### src/sv/cseq_pkg.sv
package cseq_pkg;

    localparam int CAPACITY   = 64;
    localparam int DATA_WIDTH = 32;
    localparam int VALUE_W    = 32;
    localparam int KIND_W     = 3;
    localparam int COUNT_W    = 7;
    localparam int CNT_W      = $clog2(CAPACITY + 1);

    typedef logic [DATA_WIDTH-1:0] data_t;
    typedef logic [CNT_W-1:0]      cnt_t;
    typedef logic [KIND_W-1:0]     kind_t;

    localparam kind_t KIND_RESTART = 3'd0;
    localparam kind_t KIND_ADVANCE = 3'd1;
    localparam kind_t KIND_INSERT  = 3'd2;
    localparam kind_t KIND_ATTACH  = 3'd3;
    localparam kind_t KIND_REMOVE  = 3'd4;

    // per-cell shift control
    typedef struct packed {
        logic shift_up;
        logic shift_down;
    } cell_ctrl_t;

    // whole-chain stack operation
    typedef struct packed {
        logic push;
        logic pop;
        logic replace;
    } stack_ctrl_t;

endpackage

### src/sv/cseq_cell.sv
module cseq_cell (
    input  logic               clk,
    input  cseq_pkg::cell_ctrl_t ctrl,
    input  cseq_pkg::data_t    up_value,
    input  cseq_pkg::data_t    down_value,
    output cseq_pkg::data_t    value
);
    import cseq_pkg::*;

    data_t value_reg;
    data_t value_next;

    always_comb
    begin
        value_next = value_reg;
        if (ctrl.shift_up)
        begin
            value_next = up_value;
        end
        else if (ctrl.shift_down)
        begin
            value_next = down_value;
        end
    end

    always_ff @(posedge clk)
    begin
        value_reg <= value_next;
    end

    assign value = value_reg;

endmodule

### src/sv/cseq_stack.sv
module cseq_stack (
    input  logic                  clk,
    input  cseq_pkg::stack_ctrl_t ctrl,
    input  cseq_pkg::data_t       push_value,
    output cseq_pkg::data_t       top_value,
    output cseq_pkg::data_t       second_value
);
    import cseq_pkg::*;

    data_t      values   [CAPACITY];
    data_t      up_vals  [CAPACITY];
    data_t      down_vals[CAPACITY];
    cell_ctrl_t cell_ctrl[CAPACITY];

    for (genvar i = 0; i < CAPACITY; i++)
    begin : g_cell
        // cell zero is the top of the stack: it takes the new value on push or replace
        if (i == 0)
        begin : g_top
            assign up_vals[i]            = push_value;
            assign cell_ctrl[i].shift_up = ctrl.push | ctrl.replace;
        end
        else
        begin : g_body
            assign up_vals[i]            = values[i-1];
            assign cell_ctrl[i].shift_up = ctrl.push;
        end

        if (i == CAPACITY - 1)
        begin : g_last
            assign down_vals[i] = '0;
        end
        else
        begin : g_inner
            assign down_vals[i] = values[i+1];
        end

        assign cell_ctrl[i].shift_down = ctrl.pop;

        cseq_cell u_cell (
            .clk        (clk),
            .ctrl       (cell_ctrl[i]),
            .up_value   (up_vals[i]),
            .down_value (down_vals[i]),
            .value      (values[i])
        );
    end

    assign top_value    = values[0];
    assign second_value = values[1];

endmodule

### config.mk
export PLATFORM = sky130hd
export DESIGN_NAME = cseq_stack
export DESIGN_NICKNAME = d
export VERILOG_FILES = /design/src/sv/cseq_pkg.sv /design/src/sv/cseq_cell.sv /design/src/sv/cseq_stack.sv
export SDC_FILE = /design/constraint.sdc
export NUM_CORES = 2
export LEC_CHECK = 0
export ABC_AREA = 1
export BUFFER_PORTS_ARGS = -buffer_cell sky130_fd_sc_hd__buf_2
export CAP_MARGIN = 25
export CELL_PAD_IN_SITES_DETAIL_PLACEMENT = 1
export CELL_PAD_IN_SITES_GLOBAL_PLACEMENT = 1
export CORE_ASPECT_RATIO = 1.25
export CORE_MARGIN = 8
export CORE_UTILIZATION = 32
export DETAILED_ROUTE_END_ITERATION = 8
export GPL_TIMING_DRIVEN = 0
export PLACE_DENSITY_LB_ADDON = 0.08
export SETUP_SLACK_MARGIN = 0.02
export SYNTH_ARGS = -nofsm -noshare
export SYNTH_HDL_FRONTEND = slang
export SYNTH_SLANG_ARGS = --single-unit
### constraint.sdc
create_clock -name clk -period 126.9 [get_ports clk]
set_clock_uncertainty 0.05 [all_clocks]
set_input_delay 25.38 -clock clk [delete_from_list [all_inputs] [get_ports clk]]
set_output_delay 25.38 -clock clk [all_outputs]
set_load 0.005 [all_outputs]
==> flow_metrics.py <==
metrics = {
    "run_status": {
        "status": "finished clean",
    },
    "clock_tree": {
        "htree_levels": 4,
        "hold_buffers": 0,
        "cts_tree": "done",
        "clockRootBuffer": "clkbuf_16",
        "clk_latency_ns": 0.87,
        "clock-sinks": 2048,
        "cts_buffers": 231,
        "cts.repair.resized": 0,
        "cts_buffer_depth": 4,
        "clkTransAtPathRegs_ns": 0.06,
        "postCtsSetupBuffers": 0,
    },
    "detailed_routing": {
        "vias": 55796,
        "route.met2.wl_um": 118000,
        "wire_per_inst_um": 19.7,
        "drt_wl_total_um": 232000,
        "ant_nets": 0,
        "route.met3.wl_um": 5870,
        "drt-met1-wl_um": 103000,
        "drt_iter0_drc": 3296,
        "routed_via_density": 4.73,
        "drc": 0,
        "top_layer": "met4",
        "drt_pass1_iterations": 5,
    },
    "critical_path": {
        "cpLargestDelayFamily": "buffers and inverters",
        "critPathSlowestCell": "nand2_4",
        "crit_type": "primary input to flip-flop",
        "worst-path-buf-inv": 14,
        "startpoint_type": "primary input",
        "cpMostUsedCell": "buf_16",
        "path_cells": "buf_4 > inv_2 > buf_6 > buf_4 > buf_2 > buf_2 > nand2_4 > buf_16 > buf_16 > buf_16 > buf_16 > buf_16 > buf_16 > buf_16 > buf_12",
        "rr_startpoint": "g_cell[44].u_cell.value[19]",
        "crit_path_end_kind": "flip-flop",
        "reg2regPathDepth": 2,
        "cp.arrival_ns": 30.24,
        "slowest_delay_ns": 0.63,
        "reg2reg_to": "g_cell[43].u_cell.value[19]",
        "path_max_fanout": 63,
        "cp.required_ns": 127.39,
        "r2r_setup_slack_ns": 125.82,
    },
    "floorplan": {
        "core_area_um2": 267000,
        "dieWidth_um": 479,
        "io_pins": 100,
        "die_area_um2": 285000,
        "initial_core_util_pct": 32.2,
        "die_y_um": 595,
        "num_rows": 212,
    },
    "cells_and_area": {
        "drive_gt1_share_pct": 8.56,
        "area_growth_pct": 14.7,
        "design.final.nets": 8120,
        "fin_cells": 11792,
        "largest_reg_flops": 2048,
        "fillCellCount": 29439,
    },
    "power": {
        "peakVddDrop_mv": 0.0109,
        "p_per_area_nw_per_um2": 17.1,
        "total_power_w": 0.00168,
        "p_leak_nw": 39.0,
    },
    "worst_hold_path": {
        "hold-path-endpoint": "g_cell[62].u_cell.value[23]",
        "hold_path_startpoint": "g_cell[63].u_cell.value[23]",
        "hold_path_class": "flip-flop to flip-flop",
        "hold_depth": 2,
    },
    "global_route": {
        "grt_max_degree": 73,
        "antenna_found_initial": 5,
        "grt_pass1_wl_um": 364000,
        "grt_usage_pct": 15.9,
        "gr-total-overflow": 0,
        "first_global_vias": 62029,
    },
    "synth": {
        "synth_most_common_cell": "nand2_1",
        "ys_seq_area_share_pct": 71.7,
        "synth_common_cells": "nand2_1, edfxtp_1, o21ai_0",
        "synthArstFlopShare_pct": 0,
        "yosys_most_used_dff": "edfxtp_1",
        "syn_inst": 7720,
        "synth_seq_cells": 2048,
        "synth_edf_count": 2048,
        "postSynthAreaPerCell_um2": 11.1,
        "netlist_area_um2": 85800,
        "yosysTopAreaCellShare_pct": 71.7,
        "synth_warnings": 0,
        "synth_top_area_cell": "edfxtp_1",
        "synthTopCellsByArea": "edfxtp_1, o21ai_0, nand2_1",
        "synth_nets": 7756,
        "synth_cell_types": 11,
    },
    "sta": {
        "period_share_pct": 23.4,
        "fmax_ghz": 0.0336,
        "drv_slew": 0,
        "finalSetupViolations": 0,
        "layout_min_cycle_time_ns": 29.75,
        "rsz0062_at_grt": "no",
        "tightest_slew_ns": 0.876,
        "hold_viol_final": 0,
        "setup_tns_ns": 0,
        "slew_headroom_pct": 41.6,
    },
    "place": {
        "dp_hpwl_um": 168000,
        "dp_cells": 11382,
        "gp_congestion": 0.733,
        "io_buffers": 98,
    },
    "flow_run": {
        "drv_cap": 0,
    },
}
[layout make-up]
class                   instances  area (um2)  share of cell area (%)
diodes                          3        7.51                 0.00763
plain buffers                 486        2470                    2.51
clock buffers                 286        6030                    6.13
clock inverters               121         718                   0.730
inverters                     965        3620                    3.68
multi-input cells            4221       18200                    18.5
flip-flops and latches       2048       61500                    62.5
well taps                    3531        4420                    4.49
repair buffers                131        1390                    1.41
[cell usage in the layout (no fill, tap or decap), drive strengths merged]
master / Yosys / layout
nor2: 1 / 1
clkinvlp: 0 / 2
edfxtp: 2048 / 2048
clkinv: 0 / 110
o21ai: 1894 / 1894
buf: 284 / 415
nand2: 2326 / 2326
clkbuf: 202 / 488
bufinv: 0 / 7
diode: 0 / 3
inv: 965 / 967
[cells by family (layout without fill, tap and decap cells)]
| group | count (synthesis) | in the layout | share of synthesized area [%] |
|---|---|---|---|
| buffers and inverters | 1451 | 1989 | 7.10 |
| and+or+nand+nor | 2327 | 2327 | 10.2 |
| other | 0 | 3 | 0 |
| AOI/OAI and AO/OA | 1894 | 1894 | 11.0 |
| DFF | 2048 | 2048 | 71.7 |
[power by group]
part	switching [W]	total, W	internal [W]	leakage (nW)
combinational	0.000107	0.000153	0.0000462	14.0
clock	0.000273	0.000620	0.000347	3.32
sequential	0.0000449	0.000909	0.000864	21.7
[layer usage]
layer	vias up	track usage [%]
met5	-	0
met4	0	3.73
met3	309	1.98
met2	489	28.6
met1	28279	20.4
li1	26719	-
[worst max-delay path by stage]
stage	cells past startpoint	slack [ns]	startpoint	to
detailed placement	15	96.11	ctrl[2]	g_cell[25].u_cell.value[10]
global placement	7	29.93	ctrl[2]	g_cell[25].u_cell.value[10]
global route	15	96.87	ctrl[2]	g_cell[20].u_cell.value[18]
CTS	15	97.06	ctrl[2]	g_cell[25].u_cell.value[10]
finish	15	97.15	ctrl[2]	g_cell[24].u_cell.value[10]
floorplan	7	54.79	ctrl[2]	g_cell[10].u_cell.value[0]
[through the flow]
stage / utilization [%] / worst slack [ns] / area (um2) / hold slack (ns)
global route: 36.9 / 96.87 / 98400 / 0.479
finish: 36.9 / 97.15 / 98400 / 0.461
floorplan: - / 54.79 / 85800 / 0.437
global placement: 34.0 / 29.93 / 90700 / 0.448
detailed placement: 34.3 / 96.11 / 91600 / 0.451
CTS: 36.9 / 97.06 / 98400 / 0.467
[worst reg2reg max path, stage by stage (launching register included)]
cell	delay (ns)
edfxtp_1	0.54
nand2_1	0.12
o21ai_0	0.09
Note: power is estimated with default switching activity, not from simulation.
